--- src/rtl/assert_macros.svh ---
// Assertion macros used by the top-level RTL file to check its own behavior.
`ifndef ASSERT_MACROS_SVH
`define ASSERT_MACROS_SVH

// Same-cycle implication, checked on every rising clock edge outside reset.
`define ASSERT_SAME(label, clock, reset, ante, cons) \
  label: assert property (@(posedge clock) disable iff (reset) (ante) |-> (cons)) \
    else $error("same-cycle check failed");

// Next-cycle implication, checked on every rising clock edge outside reset.
`define ASSERT_NEXT(label, clock, reset, ante, cons) \
  label: assert property (@(posedge clock) disable iff (reset) (ante) |=> (cons)) \
    else $error("next-cycle check failed");

`endif

--- src/rtl/pad_pkg.sv ---
// Package with the payload types and codes of the phase-angle dimmer control.
package pad_pkg;

  localparam int SP_BITS = 7;
  localparam int SAMPLE_BITS = 8;
  localparam int CFG_INDEX_BITS = 2;
  localparam int CFG_DATA_BITS = 7;

  typedef enum logic [1:0] {
    MODE_PHASE = 2'd0,
    MODE_ON    = 2'd1,
    MODE_OFF   = 2'd2
  } mode_t;

  localparam logic [CFG_INDEX_BITS-1:0] REG_FULL_ON_BELOW  = 2'd0;
  localparam logic [CFG_INDEX_BITS-1:0] REG_FULL_OFF_ABOVE = 2'd1;

  localparam logic [SP_BITS-1:0] FULL_ON_BELOW_RESET  = 7'd1;
  localparam logic [SP_BITS-1:0] FULL_OFF_ABOVE_RESET = 7'd75;

  typedef struct packed {
    logic                   zero_cross_level;
    logic                   sample_valid;
    logic [SAMPLE_BITS-1:0] pot_sample;
  } tick_t;

  typedef struct packed {
    logic               drive;
    mode_t              mode;
    logic [SP_BITS-1:0] setpoint;
  } result_t;

endpackage

--- src/rtl/pad_filter.sv ---
// Setpoint filter: holds the filtered setpoint and folds in new samples.
module pad_filter
  import pad_pkg::*;
(
  input  logic                   clk,
  input  logic                   rst,
  input  logic                   step,
  input  logic                   sample_valid,
  input  logic [SAMPLE_BITS-1:0] pot_sample,
  output logic [SP_BITS-1:0]     setpoint_next
);

  // Sum of half the sample and 31 times the setpoint fits in 12 bits.
  localparam int SUM_BITS = SP_BITS + 5;

  logic [SP_BITS-1:0]  setpoint;
  logic [SUM_BITS-1:0] weighted;
  logic [SUM_BITS-1:0] sum;

  // 31 * sp is formed as 32 * sp - sp.
  assign weighted = {setpoint, 5'd0} - {5'd0, setpoint};
  assign sum = weighted + {{(SUM_BITS-SP_BITS){1'b0}}, pot_sample[SAMPLE_BITS-1:1]};

  always_comb begin
    if (sample_valid) begin
      setpoint_next = sum[SUM_BITS-1:5];
    end else begin
      setpoint_next = setpoint;
    end
  end

  always_ff @(posedge clk) begin
    if (rst) begin
      setpoint <= '0;
    end else if (step) begin
      setpoint <= setpoint_next;
    end
  end

endmodule

--- src/rtl/pad_phase_ctl.sv ---
// Mode selection, zero-cross edge handling and firing-delay counter.
module pad_phase_ctl
  import pad_pkg::*;
#(
  parameter int COUNTER_BITS = 8
) (
  input  logic               clk,
  input  logic               rst,
  input  logic               step,
  input  logic               zero_cross_level,
  input  logic [SP_BITS-1:0] setpoint,
  input  logic [SP_BITS-1:0] full_on_below,
  input  logic [SP_BITS-1:0] full_off_above,
  output logic               drive_next,
  output mode_t              mode_next
);

  logic [COUNTER_BITS-1:0] delay_count;
  logic [COUNTER_BITS-1:0] delay_count_next;
  logic [COUNTER_BITS-1:0] count_inc;
  logic                    counter_running;
  logic                    counter_running_next;
  logic                    last_zero_cross;
  logic                    drive_level;

  assign count_inc = delay_count + {{(COUNTER_BITS-1){1'b0}}, 1'b1};

  always_comb begin
    drive_next = drive_level;
    delay_count_next = delay_count;
    counter_running_next = counter_running;
    priority if (setpoint < full_on_below) begin
      mode_next = MODE_ON;
      drive_next = 1'b1;
      delay_count_next = '0;
    end else if (setpoint > full_off_above) begin
      mode_next = MODE_OFF;
      drive_next = 1'b0;
      delay_count_next = '0;
    end else begin
      mode_next = MODE_PHASE;
      priority if (last_zero_cross && !zero_cross_level) begin
        delay_count_next = '0;
        counter_running_next = 1'b1;
      end else if (!last_zero_cross && zero_cross_level) begin
        drive_next = 1'b0;
        delay_count_next = '0;
        counter_running_next = 1'b0;
      end else if (counter_running) begin
        delay_count_next = count_inc;
        if (count_inc == {{(COUNTER_BITS-SP_BITS){1'b0}}, setpoint}) begin
          drive_next = 1'b1;
        end
      end
    end
  end

  always_ff @(posedge clk) begin
    if (rst) begin
      delay_count <= '0;
      counter_running <= 1'b0;
      last_zero_cross <= 1'b0;
      drive_level <= 1'b0;
    end else if (step) begin
      delay_count <= delay_count_next;
      counter_running <= counter_running_next;
      last_zero_cross <= zero_cross_level;
      drive_level <= drive_next;
    end
  end

endmodule

--- src/rtl/phase_angle_dimmer_control.sv ---
// Top level of the phase-angle triac dimmer control.
//
// Each request on the tick channel (tick_valid, tick_stall, tick) is one tick
// of the prescaled timer: the zero-cross pin level and, when sample_valid is
// set, a new potentiometer sample. Every tick yields exactly one request on
// the result channel (result_valid, result_stall, result) with the gate drive
// level, the mode and the filtered setpoint after that tick.
// A tick is captured in an input register; once the result register is free,
// the filter and the phase logic update their state and the result register
// is loaded. One tick per cycle is taken in steady state while the receiver
// does not stall; the single compute pass between the input register and the
// result register sets that rate. When the receiver stalls, the result
// register holds its request and the input register holds the waiting tick,
// so tick_stall rises only while both are full. Thresholds are written through
// cfg_write, cfg_index and cfg_data; the user must write them only while the
// block is idle, which the block does not enforce; unknown indexes are ignored.
// Synchronous reset empties both registers, zeroes the setpoint, stops the
// delay counter, turns the drive off and restores thresholds to 1 and 75.
module phase_angle_dimmer_control
  import pad_pkg::*;
#(
  parameter int COUNTER_BITS = 8
) (
  input  logic                      clk,
  input  logic                      rst,
  input  logic                      tick_valid,
  output logic                      tick_stall,
  input  tick_t                     tick,
  output logic                      result_valid,
  input  logic                      result_stall,
  output result_t                   result,
  input  logic                      cfg_write,
  input  logic [CFG_INDEX_BITS-1:0] cfg_index,
  input  logic [CFG_DATA_BITS-1:0]  cfg_data
);

  `include "assert_macros.svh"

  // Input register holding one accepted tick.
  logic  pipe_valid;
  tick_t pipe_tick;

  // Threshold registers.
  logic [SP_BITS-1:0] full_on_below;
  logic [SP_BITS-1:0] full_off_above;

  // The compute pass runs when a tick waits and the result register is free.
  logic advance;
  logic step;
  logic tick_accept;

  logic [SP_BITS-1:0] setpoint_next;
  logic               drive_next;
  mode_t              mode_next;

  assign advance = !result_valid || !result_stall;
  assign step = pipe_valid && advance;
  assign tick_stall = pipe_valid && !advance;
  assign tick_accept = tick_valid && !tick_stall;

  pad_filter u_filter (
    .clk           (clk),
    .rst           (rst),
    .step          (step),
    .sample_valid  (pipe_tick.sample_valid),
    .pot_sample    (pipe_tick.pot_sample),
    .setpoint_next (setpoint_next)
  );

  pad_phase_ctl #(
    .COUNTER_BITS (COUNTER_BITS)
  ) u_phase_ctl (
    .clk              (clk),
    .rst              (rst),
    .step             (step),
    .zero_cross_level (pipe_tick.zero_cross_level),
    .setpoint         (setpoint_next),
    .full_on_below    (full_on_below),
    .full_off_above   (full_off_above),
    .drive_next       (drive_next),
    .mode_next        (mode_next)
  );

  // Handshake control: the input register refills in the same cycle it drains.
  always_ff @(posedge clk) begin
    if (rst) begin
      pipe_valid <= 1'b0;
      result_valid <= 1'b0;
    end else begin
      pipe_valid <= tick_accept || (pipe_valid && !advance);
      result_valid <= step || (result_valid && result_stall);
    end
  end

  // Payload registers carry no reset; their valid flags guard them.
  always_ff @(posedge clk) begin
    if (tick_accept) begin
      pipe_tick <= tick;
    end
    if (step) begin
      result.drive <= drive_next;
      result.mode <= mode_next;
      result.setpoint <= setpoint_next;
    end
  end

  // Configuration writes; any other index is dropped.
  always_ff @(posedge clk) begin
    if (rst) begin
      full_on_below <= FULL_ON_BELOW_RESET;
      full_off_above <= FULL_OFF_ABOVE_RESET;
    end else if (cfg_write) begin
      if (cfg_index == REG_FULL_ON_BELOW) begin
        full_on_below <= cfg_data;
      end
      if (cfg_index == REG_FULL_OFF_ABOVE) begin
        full_off_above <= cfg_data;
      end
    end
  end

  // Full-on mode always reports the gate driven, full-off never.
  `ASSERT_SAME(a_on_drives, clk, rst, result_valid && (result.mode == MODE_ON), result.drive)
  `ASSERT_SAME(a_off_idle, clk, rst, result_valid && (result.mode == MODE_OFF), !result.drive)
  // An empty input register never pushes back on the sender.
  `ASSERT_SAME(a_empty_no_stall, clk, rst, !pipe_valid, !tick_stall)
  // An accepted tick is held in the input register in the next cycle.
  `ASSERT_NEXT(a_accept_held, clk, rst, tick_accept, pipe_valid)
  // A pass through the compute logic always leaves a result request behind.
  `ASSERT_NEXT(a_step_result, clk, rst, step, result_valid)

endmodule
--- config.mk ---
export PLATFORM = sky130hd
export DESIGN_NAME = phase_angle_dimmer_control
export DESIGN_NICKNAME = d
export VERILOG_FILES = /design/src/rtl/pad_pkg.sv /design/src/rtl/pad_filter.sv /design/src/rtl/pad_phase_ctl.sv /design/src/rtl/phase_angle_dimmer_control.sv
export VERILOG_INCLUDE_DIRS = /design/src /design/src/rtl
export SDC_FILE = /design/constraint.sdc
export NUM_CORES = 1
export LEC_CHECK = 0
export BUFFER_PORTS_ARGS = -buffer_cell sky130_fd_sc_hd__buf_2
export CORE_ASPECT_RATIO = 1.1
export CORE_MARGIN = 3
export CORE_UTILIZATION = 35
export DETAILED_ROUTE_END_ITERATION = 8
export SYNTH_ARGS = -nofsm -noshare
export SYNTH_HDL_FRONTEND = slang
export SYNTH_SLANG_ARGS = --single-unit
--- constraint.sdc ---
create_clock -name clk -period 9.6 [get_ports clk]
set_input_delay 0.96 -clock clk [delete_from_list [all_inputs] [get_ports clk]]
set_output_delay 0.96 -clock clk [all_outputs]
set_load 0.01 [all_outputs]
==> results of run 1 <==
==> report_power, final <==
part / switching, uW / total [uW] / internal, uW
Clock: 73.6 / 141 / 67.1
Combinational: 130 / 221 / 90.6
Sequential: 8.95 / 260 / 251
==> layer usage <==
layer,vias to the layer above,global-route usage
met5,-,0
met4,0,0.03902
met3,9,0.02258
met2,45,0.2643
met1,1273,0.1783
li1,1352,-
==> cells by family (layout without fill, tap and decap cells) <==
kind of cell	after synthesis	in the layout	share of synthesized area
simple gates	122	122	0.1916
compound gates	87	87	0.1916
flops	53	53	0.3779
buf+inv	48	82	0.05555
fa+ha+maj	31	31	0.1217
xor+xnor	12	12	0.04006
mux	7	7	0.02154
==> area by class of cell <==
type,count,area [um2]
multi-input combinational,259,1876
fill,891,5358
inverter,39,146.4
tap,114,142.6
timing repair buffer,35,177.7
clock buffer,7,97.59
clock inverter,1,5.005
sequential,53,1251
==> critical path: stages, from the launching register on <==
cell and delay [ps]:
dfxtp_1 400, inv_1 120, fa_1 510, inv_1 40
ha_1 440, nand4_1 240, nor2_1 80, or4_4 530
a31oi_4 230, inv_1 130, ha_1 300, and4_1 200
o21a_1 120, o31ai_1 570, nor4b_1 410, mux2i_1 230
nor2_1 50
==> synthesized netlist by cell type, types with 3 or more instances <==
library cell   n
nor2_1        38
inv_1         37
dfxtp_1       34
ha_1          29
nand2_1       27
a21oi_1       19
edfxtp_1      19
o21ai_0       14
a21o_1         9
nand3_1        9
mux2i_1        6
nor3_1         6
o21a_1         6
xnor2_1        6
a211oi_1       5
nor2b_1        5
o31ai_1        5
clkbuf_1       4
nand2b_1       4
o21ai_1        4
xor2_1         4
and4_1         3
buf_2          3
nand3b_1       3
nand4_1        3
o211ai_1       3
or3_1          3
==> worst min path at each step <==
stage | startpoint | to | slack, ps
floorplan | pipe_valid$_SDFF_PP0_ | result_valid$_SDFF_PP0_ | 450
global placement | u_phase_ctl.last_zero_cross$_SDFFE_PP0P_ | u_phase_ctl.last_zero_cross$_SDFFE_PP0P_ | 470
detailed placement | u_phase_ctl.last_zero_cross$_SDFFE_PP0P_ | u_phase_ctl.last_zero_cross$_SDFFE_PP0P_ | 480
CTS | u_phase_ctl.last_zero_cross$_SDFFE_PP0P_ | u_phase_ctl.last_zero_cross$_SDFFE_PP0P_ | 490
global route | full_off_above[0]$_SDFFE_PP1P_ | full_off_above[0]$_SDFFE_PP1P_ | 530
finish | u_phase_ctl.last_zero_cross$_SDFFE_PP0P_ | u_phase_ctl.last_zero_cross$_SDFFE_PP0P_ | 490
==> cell usage in the layout, fill, tap and decap left out, drive strengths merged, types with 3 or more instances in the layout <==
master,n
xor2,4
mux2i,6
o31ai,5
and2,3
clkbuf,7
a211oi,5
ha,29
nand2,28
nand2b,4
or3,5
o21ai,19
nand3,10
clkinv,3
o21a,6
buf,35
and4,3
xnor2,6
o211ai,4
dfxtp,34
a21o,9
nand3b,4
a21oi,19
nor2,38
nor3,6
a311oi,3
nand4,3
inv,37
edfxtp,19
nor2b,5
==> flip-flops by register name, summed over array words and instances (netlist names), 7 cells and up <==
register,count
result,10
u_phase_ctl.delay_count,8
u_filter.setpoint,7
full_off_above,7
pipe_tick,9
full_on_below,7
==> metrics by stage <==
step	cells	util	hold WS, ps	power [uW]	worst slack [ps]
floorplan	360	-	451.3	428.5	5547
CTS	508	0.4082	494.4	630.1	4797
global placement	500	0.3969	465.9	482.0	4865
detailed placement	500	0.3969	479.6	486.1	4842
global route	508	0.4082	529.9	669.7	4437
finish	508	0.4082	489.0	621.7	4880
==> impl_metrics.toml, run 1 <==
[global_route]
grt_max_degree = 28
first_global_vias = 2593
antenna_found_initial = 0
overflow = 0
track_usage = 0.1452
grt_pass1_wl_um = 12450

[timing]
max_freq_mhz = 211.9
setup_viol = 0
rsz0062_at_grt = "no"
min_period_ps = 4720
period_share = 0.4916
finClkSkew_ps = 7.925
worst_pin_slew_ps = 982.5
slew_headroom = 0.3436
final-max-slew-violation-count = 0
finalHoldViolCount = 0
totalNegativeSetupSlack_ps = 0

[clock_network]
cts_resized = 0
cts_tree = "built"
clock_latency_ps = 310
clk_root_buffer_cell = "clkbuf_8"
clk_pin_slew_ps = 100
numCtsBuffers = 5
cts_setup_buffers = 0
htree_levels = 2
clock-sinks = 53
clockBufferDepth = 2
cts_hold_buf = 0

[route]
dr.pass1.iters = 4
dr_wl_met2_um = 3657
wl_met3_um = 214
drc = 0
wl_um = 7303
via_per_inst = 5.274
drt_iter0_drc = 213
drtAntennaViolNets = 0
top_layer = "met4"
m1WireLength_um = 3303
vias = 2679
wire_per_inst_um = 14.38

[worst_setup_path]
r2r_end = "u_phase_ctl.counter_running$_SDFFE_PP0P_"
start_kind = "flip-flop"
rr_worst_depth = 16
critPathMaxFanout = 10
reg2reg_slack_ps = 4880
crit_start = "u_filter.setpoint[1]$_SDFFE_PP0P_"
setup.worst_path.end_class = "flip-flop"
critPathKind = "flip-flop to flip-flop"
r2r-start = "u_filter.setpoint[1]$_SDFFE_PP0P_"
crit_end = "u_phase_ctl.counter_running$_SDFFE_PP0P_"
cp.arrival_ps = 4910
cp.required_ps = 9790

[place]
dp_hpwl_um = 5646
portBuffers = 34
gp_congestion = 0.8155
placed_cell_area_um2 = 3593

[yosys]
synthCells = 360
seq_area_frac_synth = 0.3779
synth_top_area_share = 0.2056
synthArstFlopShare = 0
synth_fp_nets = 415
ys.flop_type = "dfxtp_1"
syn_area_per_cell_um2 = 9.196
ys_seq_elements = 53
synth_edf_count = 19
yosysTopAreaCell = "dfxtp_1"
yosysUniqueCellTypes = 71
synthTopCellsByArea = "dfxtp_1 (21%), edfxtp_1 (17%), ha_1 (11%)"
netlist_area_um2 = 3311
yosysWarningCount = 0

[final_layout]
fin_area_um2 = 3696
final_net_count = 448
drive_above_1_share = 0.1574
diodes = 0
synthToLayoutAreaGrowth_pct = 11.64

[job]
drv_cap = 0

[worst_hold_path]
min_path_cells = 2
hold_path.class = "flip-flop to flip-flop"

[die]
pin_count = 36
die_x_um = 98.73
die_area_um2 = 10660
start_util = 0.3657
dieHeight_um = 108.0
fp-row-count = 36
core_area_um2 = 9054

[power]
leakage_uw = 0.001573
power_per_cell_area_nw_per_um2 = 168.2
peakVddDrop_mv = 0.07016

[run_status]
status = "finished clean"
(Power assumes the default switching activity.)
==> inputs of run 2 (changes only) <==
- clock period: 9.6 -> 4.1 ns (I/O delays scaled with it)
==> run 2 against run 1 <==
Compared with the run above: cell count grew 5.7%; routed wire length up 8.1%; worst setup slack worse by 4700 ps; final area grew 9.0%; sequential power up 130%; sequential share of layout area shrank 2.7 points; critical path depth up 1; critical path type unchanged; highest routed layer unchanged.
==> impl_metrics.toml, run 2 (same netlist as run 1, synthesis figures left out) <==
[run_status]
status = "finished clean"

[global_route]
antenna_found_initial = 0
first_global_vias = 2787
grt_max_degree = 27
overflow = 0
track_usage = 0.1508
grt_pass1_wl_um = 12950

[worst_setup_path]
cp.arrival_ps = 4150
cp.required_ps = 4290
critical-path-top-delay-family = "compound AO/OA/AOI/OAI gates"
worst_path_largest_cell_delay_ps = 530
critPathMaxFanout = 5
cpMaxStageDelayCell = "fa_1"
path_cells = "inv_1 -> fa_1 -> inv_1 -> ha_4 -> nand2_1 -> o21a_1 -> o21ai_0 -> o311a_4 -> xnor2_2 -> ha_1 -> and4_1 -> o21a_1 -> o31ai_2 -> buf_4 -> nor4b_4 -> mux2i_1 -> nor2_1"
critPathKind = "flip-flop to flip-flop"
setup.worst_path.end_class = "flip-flop"
start_kind = "flip-flop"
cp_num_buf_inv = 3

[clock_network]
clk_pin_slew_ps = 90
cts_tree = "built"
numCtsBuffers = 5
clockBufferDepth = 2
clock_latency_ps = 300
clk_root_buffer_cell = "clkbuf_8"
clock-sinks = 53
htree_levels = 2

[place]
gp_congestion = 0.8271
dp_hpwl_um = 5950
portBuffers = 34
placed_cell_area_um2 = 3789

[route]
wl_um = 7891
wire_per_inst_um = 14.69
drc = 0
via_per_inst = 5.201
dr.pass1.iters = 4
vias = 2793
drt_iter0_drc = 123
drtAntennaViolNets = 0

[final_layout]
drive_above_1_share = 0.2553
top_register = "result"
layout_common_cells = "nor2_1 (36), inv_1 (35), buf_2 (34)"
finish.utilization = 0.4449
synthToLayoutAreaGrowth_pct = 21.66
fin_area_um2 = 4028
final_net_count = 477
multi_input_area_um2 = 1998
final_common_cell = "nor2_1"
seq_area_um2 = 1254
largest_register_ffs = 10
fillCellCount = 892
diodes = 0
top_regs = "result x10, pipe_tick x9, u_phase_ctl.delay_count x8"

[power]
finalPower_uw = 1600
leakage_uw = 0.001745
power_per_cell_area_nw_per_um2 = 397.4
peakVddDrop_mv = 0.2148

[timing]
setup_viol = 0
period_share = 0.9665
slew_headroom = 0.3272
worst_pin_slew_ps = 1007
min_period_ps = 3963
final-max-slew-violation-count = 0
max_freq_mhz = 252.3
finalHoldViolCount = 0
finClkSkew_ps = 3.758

[die]
pin_count = 36
core_area_um2 = 9054
die_x_um = 98.73
dieHeight_um = 108.0
die_area_um2 = 10660
fp-row-count = 36
start_util = 0.3657

[worst_hold_path]
hold_path.class = "primary input to flip-flop"

[job]
drv_cap = 0
## run 2: cell types whose count changed in the layout (fill, tap and decap cells not counted), sizes merged
cell    delta
buf       +29
clkbuf     -1
clkinv     +1
## run 2: stage by stage
step,worst slack (ps),cells,setup TNS [ps],hold slack [ps]
2_1_floorplan,47.01,360,0,451.3
3_3_place_gp,8.797,526,0,462.7
3_5_place_dp,-50.49,526,-56.14,476.0
4_1_cts,25.71,534,0,268.6
5_1_grt,-31.73,537,-31.73,266.8
6_report,137.2,537,0,273.6
## run 2: area by class of cell
type | instances | area share
clock buffer | 6 | 0.02050
clock inverter | 2 | 0.002175
multi-input combinational | 259 | 0.4961
inverter | 39 | 0.03635
timing repair buffer | 64 | 0.09817
sequential | 53 | 0.3113
tap | 114 | 0.03541
## run 2: final timing paths
path | from | to | slack (ps) | cells after the start
hold reg to reg | u_phase_ctl.last_zero_cross$_SDFFE_PP0P_ | u_phase_ctl.last_zero_cross$_SDFFE_PP0P_ | 490 | 2
setup reg to reg | pipe_tick[6]$_DFFE_PP_ | u_phase_ctl.counter_running$_SDFFE_PP0P_ | 140 | 17
hold / removal | tick[3] | pipe_tick[3]$_DFFE_PP_ | 270 | 1
setup / recovery | pipe_tick[6]$_DFFE_PP_ | u_phase_ctl.counter_running$_SDFFE_PP0P_ | 140 | 17
## run 2: timing repair
action                     CTS  global route
setup endpoints to repair    3            11
pin swaps                    1             6
hold endpoints to repair     0             0
hold buffers                 0             0
buffers inserted             0             3
gates resized for setup      2            20
## run 2: report_power, final
group / internal (uW) / switching, uW
combinational: 326 / 362
sequential: 589 / 17.6
clock: 134 / 171
## run 2: routing by layer
metal  vias to the layer above  track usage  share of wire
met5                         -            0              0
met4                         0      0.06049          0.028
met3                        17      0.02581          0.032
met2                        55       0.2710           0.51
met1                      1308       0.1783           0.43
li1                       1413            -              -
